File: src/lpfr_pkg.sv
`timescale 1ns / 1ps
package lpfr_pkg;

   localparam int BUF_BYTES_DEF = 512;
   localparam logic [7:0] START_MARKER_RST = 8'h02;
   localparam logic [7:0] END_MARKER_RST = 8'h03;

   localparam int FLEN_W = 10;
   localparam int OUTQ_DEPTH = 3;
   localparam int OUTQ_PTR_W = $clog2(OUTQ_DEPTH);
   localparam int OUTQ_CNT_W = $clog2(OUTQ_DEPTH + 1);

   typedef enum logic [1:0] {
      REQ_BYTE    = 2'd0,
      REQ_READ    = 2'd1,
      REQ_RELEASE = 2'd2
   } req_kind_type;

   typedef enum logic [2:0] {
      PH_WAIT_START = 3'd0,
      PH_LENGTH     = 3'd1,
      PH_PAYLOAD    = 3'd2,
      PH_WAIT_END   = 3'd3,
      PH_BUSY       = 3'd4
   } phase_type;

   typedef enum logic [2:0] {
      ST_ACCEPTED = 3'd0,
      ST_COMPLETE = 3'd1,
      ST_TOO_BIG  = 3'd2,
      ST_BAD_END  = 3'd3,
      ST_DROPPED  = 3'd4,
      ST_READ     = 3'd5,
      ST_RELEASED = 3'd6,
      ST_NOTHING  = 3'd7
   } status_type;

   typedef enum logic [0:0] {
      CSR_START_MARKER = 1'b0,
      CSR_END_MARKER   = 1'b1
   } csr_reg_type;

   // control stage result, waiting for the buffer read data
   typedef struct packed {
      logic              valid;
      status_type        status;
      logic              rd_hit;
      logic [FLEN_W-1:0] frame_length;
   } stage_type;

   typedef struct packed {
      status_type        status;
      logic [7:0]        read_data;
      logic [FLEN_W-1:0] frame_length;
   } rsp_word_type;

endpackage

File: src/lpfr_ctrl.sv
`timescale 1ns / 1ps
module lpfr_ctrl #(
   parameter int BUF_BYTES = lpfr_pkg::BUF_BYTES_DEF,
   parameter int ADDR_W = (BUF_BYTES > 1) ? $clog2(BUF_BYTES) : 1
) (
   input  logic                clock,
   input  logic                reset,
   input  logic                accept,
   input  logic [1:0]          req_type,
   input  logic [7:0]          rx_byte,
   input  logic [8:0]          read_index,
   input  logic [7:0]          start_marker,
   input  logic [7:0]          end_marker,
   output logic                wr_en,
   output logic [ADDR_W-1:0]   wr_addr,
   output logic [7:0]          wr_data,
   output logic                rd_en,
   output logic [ADDR_W-1:0]   rd_addr,
   output lpfr_pkg::stage_type stage
);
   import lpfr_pkg::*;

   localparam int CNT_W = $clog2(BUF_BYTES + 1);

   req_kind_type     req;
   phase_type        phase_ff, phase_in;
   logic [CNT_W-1:0] cnt_ff, cnt_in, cnt_inc;
   logic [CNT_W-1:0] length_ff, length_in;
   logic [7:0]       len_lo_ff, len_lo_in;
   logic [15:0]      full_len;
   logic             too_big;
   logic             in_range;
   status_type       status;
   stage_type        stage_ff, stage_in;

   assign req      = req_kind_type'(req_type);
   assign full_len = {rx_byte, len_lo_ff};
   assign too_big  = 32'(full_len) > BUF_BYTES;
   assign cnt_inc  = cnt_ff + 1'b1;
   assign in_range = 32'(read_index) < BUF_BYTES;

   // next state
   always_comb begin
      phase_in = phase_ff;
      if (accept) begin
         case (req)
            REQ_BYTE: begin
               case (phase_ff)
                  PH_WAIT_START: begin
                     if (rx_byte == start_marker) phase_in = PH_LENGTH;
                  end
                  PH_LENGTH: begin
                     if (cnt_ff != '0) begin
                        if (too_big) phase_in = PH_WAIT_START;
                        else if (full_len == 16'd0) phase_in = PH_WAIT_END;
                        else phase_in = PH_PAYLOAD;
                     end
                  end
                  PH_PAYLOAD: begin
                     if (cnt_inc >= length_ff) phase_in = PH_WAIT_END;
                  end
                  PH_WAIT_END: begin
                     phase_in = (rx_byte == end_marker) ? PH_BUSY : PH_WAIT_START;
                  end
                  default: ;
               endcase
            end
            REQ_RELEASE: begin
               if (phase_ff == PH_BUSY) phase_in = PH_WAIT_START;
            end
            default: ;
         endcase
      end
   end

   // outputs and datapath updates
   always_comb begin
      status    = ST_ACCEPTED;
      cnt_in    = cnt_ff;
      len_lo_in = len_lo_ff;
      length_in = length_ff;
      wr_en     = 1'b0;
      rd_en     = 1'b0;
      if (accept) begin
         case (req)
            REQ_BYTE: begin
               case (phase_ff)
                  PH_WAIT_START: begin
                     if (rx_byte == start_marker) cnt_in = '0;
                  end
                  PH_LENGTH: begin
                     if (cnt_ff == '0) begin
                        len_lo_in = rx_byte;
                        cnt_in    = CNT_W'(1);
                     end else begin
                        cnt_in = '0;
                        if (too_big) status = ST_TOO_BIG;
                        else length_in = CNT_W'(full_len);
                     end
                  end
                  PH_PAYLOAD: begin
                     wr_en  = 1'b1;
                     cnt_in = cnt_inc;
                  end
                  PH_WAIT_END: begin
                     cnt_in = '0;
                     status = (rx_byte == end_marker) ? ST_COMPLETE : ST_BAD_END;
                  end
                  default: status = ST_DROPPED;
               endcase
            end
            REQ_READ: begin
               status = ST_READ;
               rd_en  = 1'b1;
            end
            REQ_RELEASE: begin
               if (phase_ff == PH_BUSY) begin
                  cnt_in = '0;
                  status = ST_RELEASED;
               end else begin
                  status = ST_NOTHING;
               end
            end
            default: ;
         endcase
      end
   end

   // counter stays below the declared length, so the write is always in range
   assign wr_addr = cnt_ff[ADDR_W-1:0];
   assign wr_data = rx_byte;
   assign rd_addr = ADDR_W'(read_index);

   always_comb begin
      stage_in.valid        = accept;
      stage_in.status       = status;
      stage_in.rd_hit       = rd_en & in_range;
      stage_in.frame_length = (phase_in == PH_BUSY) ? FLEN_W'(length_ff) : '0;
   end

   always_ff @(posedge clock) begin
      if (reset) begin
         phase_ff  <= PH_WAIT_START;
         cnt_ff    <= '0;
         len_lo_ff <= '0;
         length_ff <= '0;
         stage_ff  <= '0;
      end else begin
         phase_ff  <= phase_in;
         cnt_ff    <= cnt_in;
         len_lo_ff <= len_lo_in;
         length_ff <= length_in;
         stage_ff  <= stage_in;
      end
   end

   assign stage = stage_ff;

endmodule

File: src/lpfr_buf.sv
`timescale 1ns / 1ps
module lpfr_buf #(
   parameter int BUF_BYTES = lpfr_pkg::BUF_BYTES_DEF,
   parameter int ADDR_W = (BUF_BYTES > 1) ? $clog2(BUF_BYTES) : 1
) (
   input  logic              clock,
   input  logic              wr_en,
   input  logic [ADDR_W-1:0] wr_addr,
   input  logic [7:0]        wr_data,
   input  logic              rd_en,
   input  logic [ADDR_W-1:0] rd_addr,
   output logic [7:0]        rd_data
);
   import lpfr_pkg::*;

   logic [7:0] mem [BUF_BYTES];
   logic [7:0] rd_data_ff;

   always_ff @(posedge clock) begin
      if (wr_en) mem[wr_addr] <= wr_data;
   end

   always_ff @(posedge clock) begin
      if (rd_en) rd_data_ff <= mem[rd_addr];
   end

   assign rd_data = rd_data_ff;

endmodule

File: src/lpfr_outq.sv
`timescale 1ns / 1ps
module lpfr_outq (
   input  logic                          clock,
   input  logic                          reset,
   input  logic                          push,
   input  lpfr_pkg::rsp_word_type        push_word,
   input  logic                          pop,
   output logic                          head_valid,
   output lpfr_pkg::rsp_word_type        head_word,
   output logic [lpfr_pkg::OUTQ_CNT_W-1:0] count
);
   import lpfr_pkg::*;

   rsp_word_type          entry_ff [OUTQ_DEPTH];
   logic [OUTQ_PTR_W-1:0] head_ff, head_in;
   logic [OUTQ_PTR_W-1:0] tail_ff, tail_in;
   logic [OUTQ_CNT_W-1:0] count_ff, count_in;
   logic                  do_pop;

   assign do_pop = pop & (count_ff != '0);

   always_comb begin
      head_in  = head_ff;
      tail_in  = tail_ff;
      count_in = count_ff;
      if (push) begin
         tail_in = (tail_ff == OUTQ_PTR_W'(OUTQ_DEPTH - 1)) ? '0 : tail_ff + 1'b1;
      end
      if (do_pop) begin
         head_in = (head_ff == OUTQ_PTR_W'(OUTQ_DEPTH - 1)) ? '0 : head_ff + 1'b1;
      end
      case ({push, do_pop})
         2'b10:   count_in = count_ff + 1'b1;
         2'b01:   count_in = count_ff - 1'b1;
         default: count_in = count_ff;
      endcase
   end

   always_ff @(posedge clock) begin
      if (reset) begin
         head_ff  <= '0;
         tail_ff  <= '0;
         count_ff <= '0;
      end else begin
         head_ff  <= head_in;
         tail_ff  <= tail_in;
         count_ff <= count_in;
      end
   end

   always_ff @(posedge clock) begin
      if (push) entry_ff[tail_ff] <= push_word;
   end

   assign head_valid = count_ff != '0;
   assign head_word  = entry_ff[head_ff];
   assign count      = count_ff;

endmodule

File: src/length_prefixed_frame_receiver.sv
// Words pass the control stage register, then the output queue. Throughput:
// one word per cycle unless stalled; each word uses the buffer's single write
// port (payload byte) or its single registered read port (read request).
// A three-word output queue lets input continue while a result is stalled.
// Reset (synchronous, active high) returns to waiting for a start marker,
// empties the queue and restores markers 0x02/0x03; the buffer is not cleared.
`timescale 1ns / 1ps
module length_prefixed_frame_receiver #(
   parameter int BUF_BYTES = lpfr_pkg::BUF_BYTES_DEF
) (
   input  logic        clock,
   input  logic        reset,
   input  logic        req_valid,
   output logic        req_stall,
   input  logic [1:0]  req_type,
   input  logic [7:0]  req_rx_byte,
   input  logic [8:0]  req_read_index,
   output logic        rsp_valid,
   input  logic        rsp_stall,
   output logic [2:0]  rsp_status,
   output logic [7:0]  rsp_read_data,
   output logic [9:0]  rsp_frame_length,
   input  logic        csr_valid,
   output logic        csr_ready,
   input  logic [0:0]  csr_index,
   input  logic [7:0]  csr_wdata
);
   import lpfr_pkg::*;

   localparam int ADDR_W = (BUF_BYTES > 1) ? $clog2(BUF_BYTES) : 1;

   logic [7:0]            start_marker_ff;
   logic [7:0]            end_marker_ff;
   logic                  accept;
   logic                  wr_en, rd_en;
   logic [ADDR_W-1:0]     wr_addr, rd_addr;
   logic [7:0]            wr_data, rd_data;
   stage_type             stage;
   rsp_word_type          push_word, head_word;
   logic [OUTQ_CNT_W-1:0] q_count;
   logic                  head_valid;

   assign csr_ready = 1'b1;

   always_ff @(posedge clock) begin
      if (reset) begin
         start_marker_ff <= START_MARKER_RST;
         end_marker_ff   <= END_MARKER_RST;
      end else if (csr_valid && csr_ready) begin
         case (csr_reg_type'(csr_index))
            CSR_START_MARKER: start_marker_ff <= csr_wdata;
            CSR_END_MARKER:   end_marker_ff   <= csr_wdata;
            default: ;
         endcase
      end
   end

   // room for the word in the control stage plus one more
   assign req_stall = ({1'b0, q_count} + {{OUTQ_CNT_W{1'b0}}, stage.valid}
                       + (OUTQ_CNT_W + 1)'(1)) > (OUTQ_CNT_W + 1)'(OUTQ_DEPTH);
   assign accept    = req_valid & ~req_stall;

   lpfr_ctrl #(
      .BUF_BYTES (BUF_BYTES),
      .ADDR_W    (ADDR_W)
   ) u_ctrl (
      .clock        (clock),
      .reset        (reset),
      .accept       (accept),
      .req_type     (req_type),
      .rx_byte      (req_rx_byte),
      .read_index   (req_read_index),
      .start_marker (start_marker_ff),
      .end_marker   (end_marker_ff),
      .wr_en        (wr_en),
      .wr_addr      (wr_addr),
      .wr_data      (wr_data),
      .rd_en        (rd_en),
      .rd_addr      (rd_addr),
      .stage        (stage)
   );

   lpfr_buf #(
      .BUF_BYTES (BUF_BYTES),
      .ADDR_W    (ADDR_W)
   ) u_buf (
      .clock   (clock),
      .wr_en   (wr_en),
      .wr_addr (wr_addr),
      .wr_data (wr_data),
      .rd_en   (rd_en),
      .rd_addr (rd_addr),
      .rd_data (rd_data)
   );

   always_comb begin
      push_word.status       = stage.status;
      push_word.read_data    = stage.rd_hit ? rd_data : 8'd0;
      push_word.frame_length = stage.frame_length;
   end

   lpfr_outq u_outq (
      .clock      (clock),
      .reset      (reset),
      .push       (stage.valid),
      .push_word  (push_word),
      .pop        (~rsp_stall),
      .head_valid (head_valid),
      .head_word  (head_word),
      .count      (q_count)
   );

   assign rsp_valid        = head_valid;
   assign rsp_status       = head_word.status;
   assign rsp_read_data    = head_word.read_data;
   assign rsp_frame_length = head_word.frame_length;

endmodule

File: config.mk
export PLATFORM = sky130hd
export DESIGN_NAME = length_prefixed_frame_receiver
export DESIGN_NICKNAME = d
export VERILOG_FILES = /design/src/lpfr_pkg.sv /design/src/lpfr_ctrl.sv /design/src/lpfr_buf.sv /design/src/lpfr_outq.sv /design/src/length_prefixed_frame_receiver.sv
export SDC_FILE = /design/constraint.sdc
export NUM_CORES = 2
export LEC_CHECK = 0
export BUFFER_PORTS_ARGS = -buffer_cell sky130_fd_sc_hd__buf_2
export CELL_PAD_IN_SITES_DETAIL_PLACEMENT = 0
export CELL_PAD_IN_SITES_GLOBAL_PLACEMENT = 1
export CORE_MARGIN = 2
export CORE_UTILIZATION = 35
export CTS_CLUSTER_SIZE = 25
export DETAILED_ROUTE_END_ITERATION = 16
export PLACE_DENSITY = 0.61
export SLEW_MARGIN = 10
export SYNTH_ARGS = -nofsm -noshare
export SYNTH_HDL_FRONTEND = slang
export SYNTH_MEMORY_MAX_BITS = 65536
export SYNTH_SLANG_ARGS = --single-unit
export TNS_END_PERCENT = 10
File: constraint.sdc
create_clock -name clock -period 3.1 [get_ports clock]
set_clock_uncertainty 0.05 [all_clocks]
set_input_delay 0 -clock clock [delete_from_list [all_inputs] [get_ports clock]]
set_output_delay 0 -clock clock [all_outputs]
set_load 0.1 [all_outputs]
==> results_dict.tcl <==
set metrics [dict create \
    status "complete, no violations" \
    dpl.hpwl_mm 318 \
    antenna_left 0 \
    syn2layout_area_growth_pct 20.2 \
    drtIter0Drc 10400 \
    maxCapViolations 0 \
    hold_viol_final 0 \
    rows 253 \
    r2r-start "u_buf.mem[175][5]$_DFFE_PP_" \
    cp_slowest_cell "a21oi_1" \
    vias 90800 \
    path_class "flip-flop to flip-flop" \
    wl_per_cell_um 29.1 \
    clockRootBuffer "clkbuf_16" \
    crit_chain "mux2i_1 > o221ai_1 > o22ai_1 > a21oi_1 > nand3_1 > buf_12 > nor4_1 > and3_1" \
    fill_cells 41400 \
    antenna_found_initial 33 \
    rsz0062_at_grt "no" \
    synth_edf_count 4167 \
    via_per_inst 5.43 \
    syn-num-nets 8672 \
    grt_max_degree 184 \
    io_pins 57 \
    yosysUniqueCellTypes 77 \
    start_util 0.351 \
    min_from "req_rx_byte[7]" \
    die_y_um 694 \
    intPower_uw 96400 \
    swShare 0.217 \
    whs_endpoint "u_buf.mem[294][7]$_DFFE_PP_" \
    final_nets 10200 \
    placed_area_mm2 0.185 \
    cts_tree "done" \
    final_cell_area_mm2 0.200 \
    slew_headroom 0.148 \
    die_x_um 694 \
    combPwrFrac 0.058 \
    placement.io_buffers 55 \
    switching_power_uw 26700 \
    synthCells 8620 \
    p_leak_uw 0.0662 \
    dieArea_mm2 0.481 \
    fmax_ghz 0.326 \
    crit_buf_inv 1 \
    maxSlewViolCount 0 \
    clkSlewWorstSetupHoldPaths_ps 60 \
    drive_gt1_frac 0.280 \
    grt_remaining_overflow 0 \
    grt_usage 0.197 \
    final_common_cell "edfxtp_1" \
    arrival_ps 3850 \
    period_needed_ps 3060 \
    clock_path_buffers 4 \
    tightest_slew_ps 1270 \
    p_clk_frac 0.430 \
    grt_pass1_vias 91500 \
    crit_path_end_kind "flip-flop" \
    remaining_drc_errors 0 \
    r2r_slack_ps 40 \
    start_kind "flip-flop" \
    final_util 0.422 \
    period_share 0.989 \
    core-area_mm2 0.474 \
    wirelength_mm 487 \
    r2r_end "u_buf.rd_data[5]$_DFFE_PP_" \
    path_delay_family "compound AO/OA/AOI/OAI gates" \
    ys_warn_count 0 \
    yosysSeqAreaShare 0.760 \
    ys.flop_type "edfxtp_1" \
    required_ps 3890 \
    p_seq_frac 0.512 \
    power_uw 123000 \
    clock_sink_count 4237 \
    power_density_mw_per_mm2 615 \
    gp_congestion 0.880 \
    clock_latency_ps 990 \
    synth-seq-cells 4237 \
    htree_levels 5 \
    cpPeakStageDelay_ps 610 \
    min_path_cells 2 \
    hp-class "input port to flip-flop" \
    avgSynthCellArea_um2 19.3 \
    setup_violations 0 \
    path_max_fanout 2 \
    grt_pass1_wl_mm 688 \
    final_cell_mix "4167 x edfxtp_1, 1304 x buf_4, 737 x mux2i_1" \
    firstDrtPassIters 6 \
    r2r_cells 8 \
    async_flop_share 0 \
    netlist_area_mm2 0.166 \
    ir_worst_vdd_v 0.000502 \
    cts_buffers 430 \
]
## per-stage QoR
stage               instances  TNS [ps]  hold WS, ps  setup slack (ps)
global route            16700         0         7.77              5.60
global placement        15900     -6380          194             -1230
floorplan                8620     -1620         48.9             -90.0
CTS                     16700         0         3.51              33.0
detailed placement      15900     -5920          197             -1140
finish                  16700         0         53.1              35.5
## Yosys cell counts (8+ instances only)
cell type,number,area share
edfxtp_1,4167,0.75
mux2i_1,737,0.044
mux4_2,692,0.094
nor2_1,639,0.014
clkbuf_1,269,0.0061
o221ai_1,263,0.014
nand2_1,219,0.0049
a21oi_1,191,0.0057
o22ai_1,186,0.0070
nor3_1,176,0.0053
o21ai_0,96,0.0029
a211oi_1,80,0.0036
buf_6,76,0.0051
buf_4,71,0.0032
dfxtp_1,70,0.0084
nor4_1,61,0.0023
buf_2,59,0.0018
nand3_1,54,0.0016
buf_1,51,0.0011
nand4_1,48,0.0018
and2_1,44,0.0017
a211o_1,24,0.0013
inv_1,22,0.00050
nand2b_1,22,0.00083
ha_1,19,0.0014
o31ai_1,19,0.00086
and3_1,18,0.00068
buf_8,15,0.0014
nor2b_1,15,0.00056
a2111oi_0,14,0.00074
o2bb2ai_1,14,0.00074
xnor2_1,13,0.00068
xor2_1,13,0.00068
a21o_1,12,0.00054
and4_1,11,0.00058
a22oi_1,10,0.00045
a31oi_1,10,0.00038
mux4_1,9,0.0014
o21a_1,8,0.00036
## registers in the layout, summed over array words and instances (netlist names), named ones only
register	flops
start_marker_ff	8
u_ctrl.stage	15
u_outq.count	2
u_outq.tail_ff	2
u_ctrl.length_ff	10
u_buf.rd_data	8
end_marker_ff	8
u_buf.mem	4096
u_ctrl.phase_ff	3
u_ctrl.cnt_ff	10
u_outq.entry_ff	63
u_outq.head_ff	2
u_ctrl.len_lo_ff	8
## what timing repair did
action,in CTS,in global routing
hold buffers,62,0
endpoints found under the setup margin,5,107
gates resized for setup,5,8
hold endpoints to repair,2178,0
buffers inserted,0,0
pin swaps,0,0
## cells by family after synthesis
group,Yosys count,synth area share
flops,4237,0.760
other cells,1,0.0000225
mux,1440,0.139
xor+xnor,26,0.00137
buf+inv,573,0.0201
compound gates,958,0.0400
simple gates,1366,0.0377
fa+ha+maj,19,0.00143
## worst reg2reg max path, delay by kind of cell, from the launching register on
kind,cells,cell delay [ps]
DFF,1,330
and+or+nand+nor,3,990
muxes,1,70
AOI/OAI and AO/OA,3,1210
buffers and inverters,1,290
## power by group through the flow
stage / combinational (uW) / clock, uW / sequential, uW
after floorplan: 3640 / 0 / 64200
after global placement: 7080 / 0 / 64200
after detailed placement: 7160 / 0 / 64200
after CTS: 7250 / 53800 / 63000
after global routing: 7540 / 55900 / 63000
final: 7200 / 52900 / 63000
## metal layers
| metal | vias to the layer above | GRT usage | wire [um] |
|---|---|---|---|
| li1 | 38500 | - | - |
| met1 | 48100 | 0.271 | 203000 |
| met2 | 3409 | 0.326 | 235000 |
| met3 | 715 | 0.0276 | 32200 |
| met4 | 12 | 0.0626 | 16400 |
| met5 | - | 0 | 78 |
## how the worst max path moves through the flow
stage / startpoint / slack, ps / cells past startpoint / to
final: u_buf.mem[175][5]$_DFFE_PP_ / 40 / 8 / u_buf.rd_data[5]$_DFFE_PP_
after global routing: u_buf.mem[175][5]$_DFFE_PP_ / 6 / 8 / u_buf.rd_data[5]$_DFFE_PP_
after CTS: u_buf.mem[180][0]$_DFFE_PP_ / 30 / 8 / u_buf.rd_data[0]$_DFFE_PP_
after detailed placement: req_read_index[0] / -1140 / 13 / u_buf.rd_data[6]$_DFFE_PP_
after global placement: req_read_index[0] / -1230 / 12 / u_buf.rd_data[3]$_DFFE_PP_
after floorplan: flip-flop / -90 / 4 / rsp_frame_length[2]
## cell type report
class                           instances  area, um^2  area share
Sequential cell                      4237      127000       0.632
Multi-Input combinational cell       3810       36900       0.184
Timing Repair Buffer                 1603       14400      0.0722
Clock buffer                          516       11300      0.0562
Tap cell                             6247        7820      0.0390
Clock inverter                        278        3080      0.0154
Inverter                               24         103    0.000513
Antenna cell                           16        40.0    0.000200
Power figures use the tool's default switching activity.
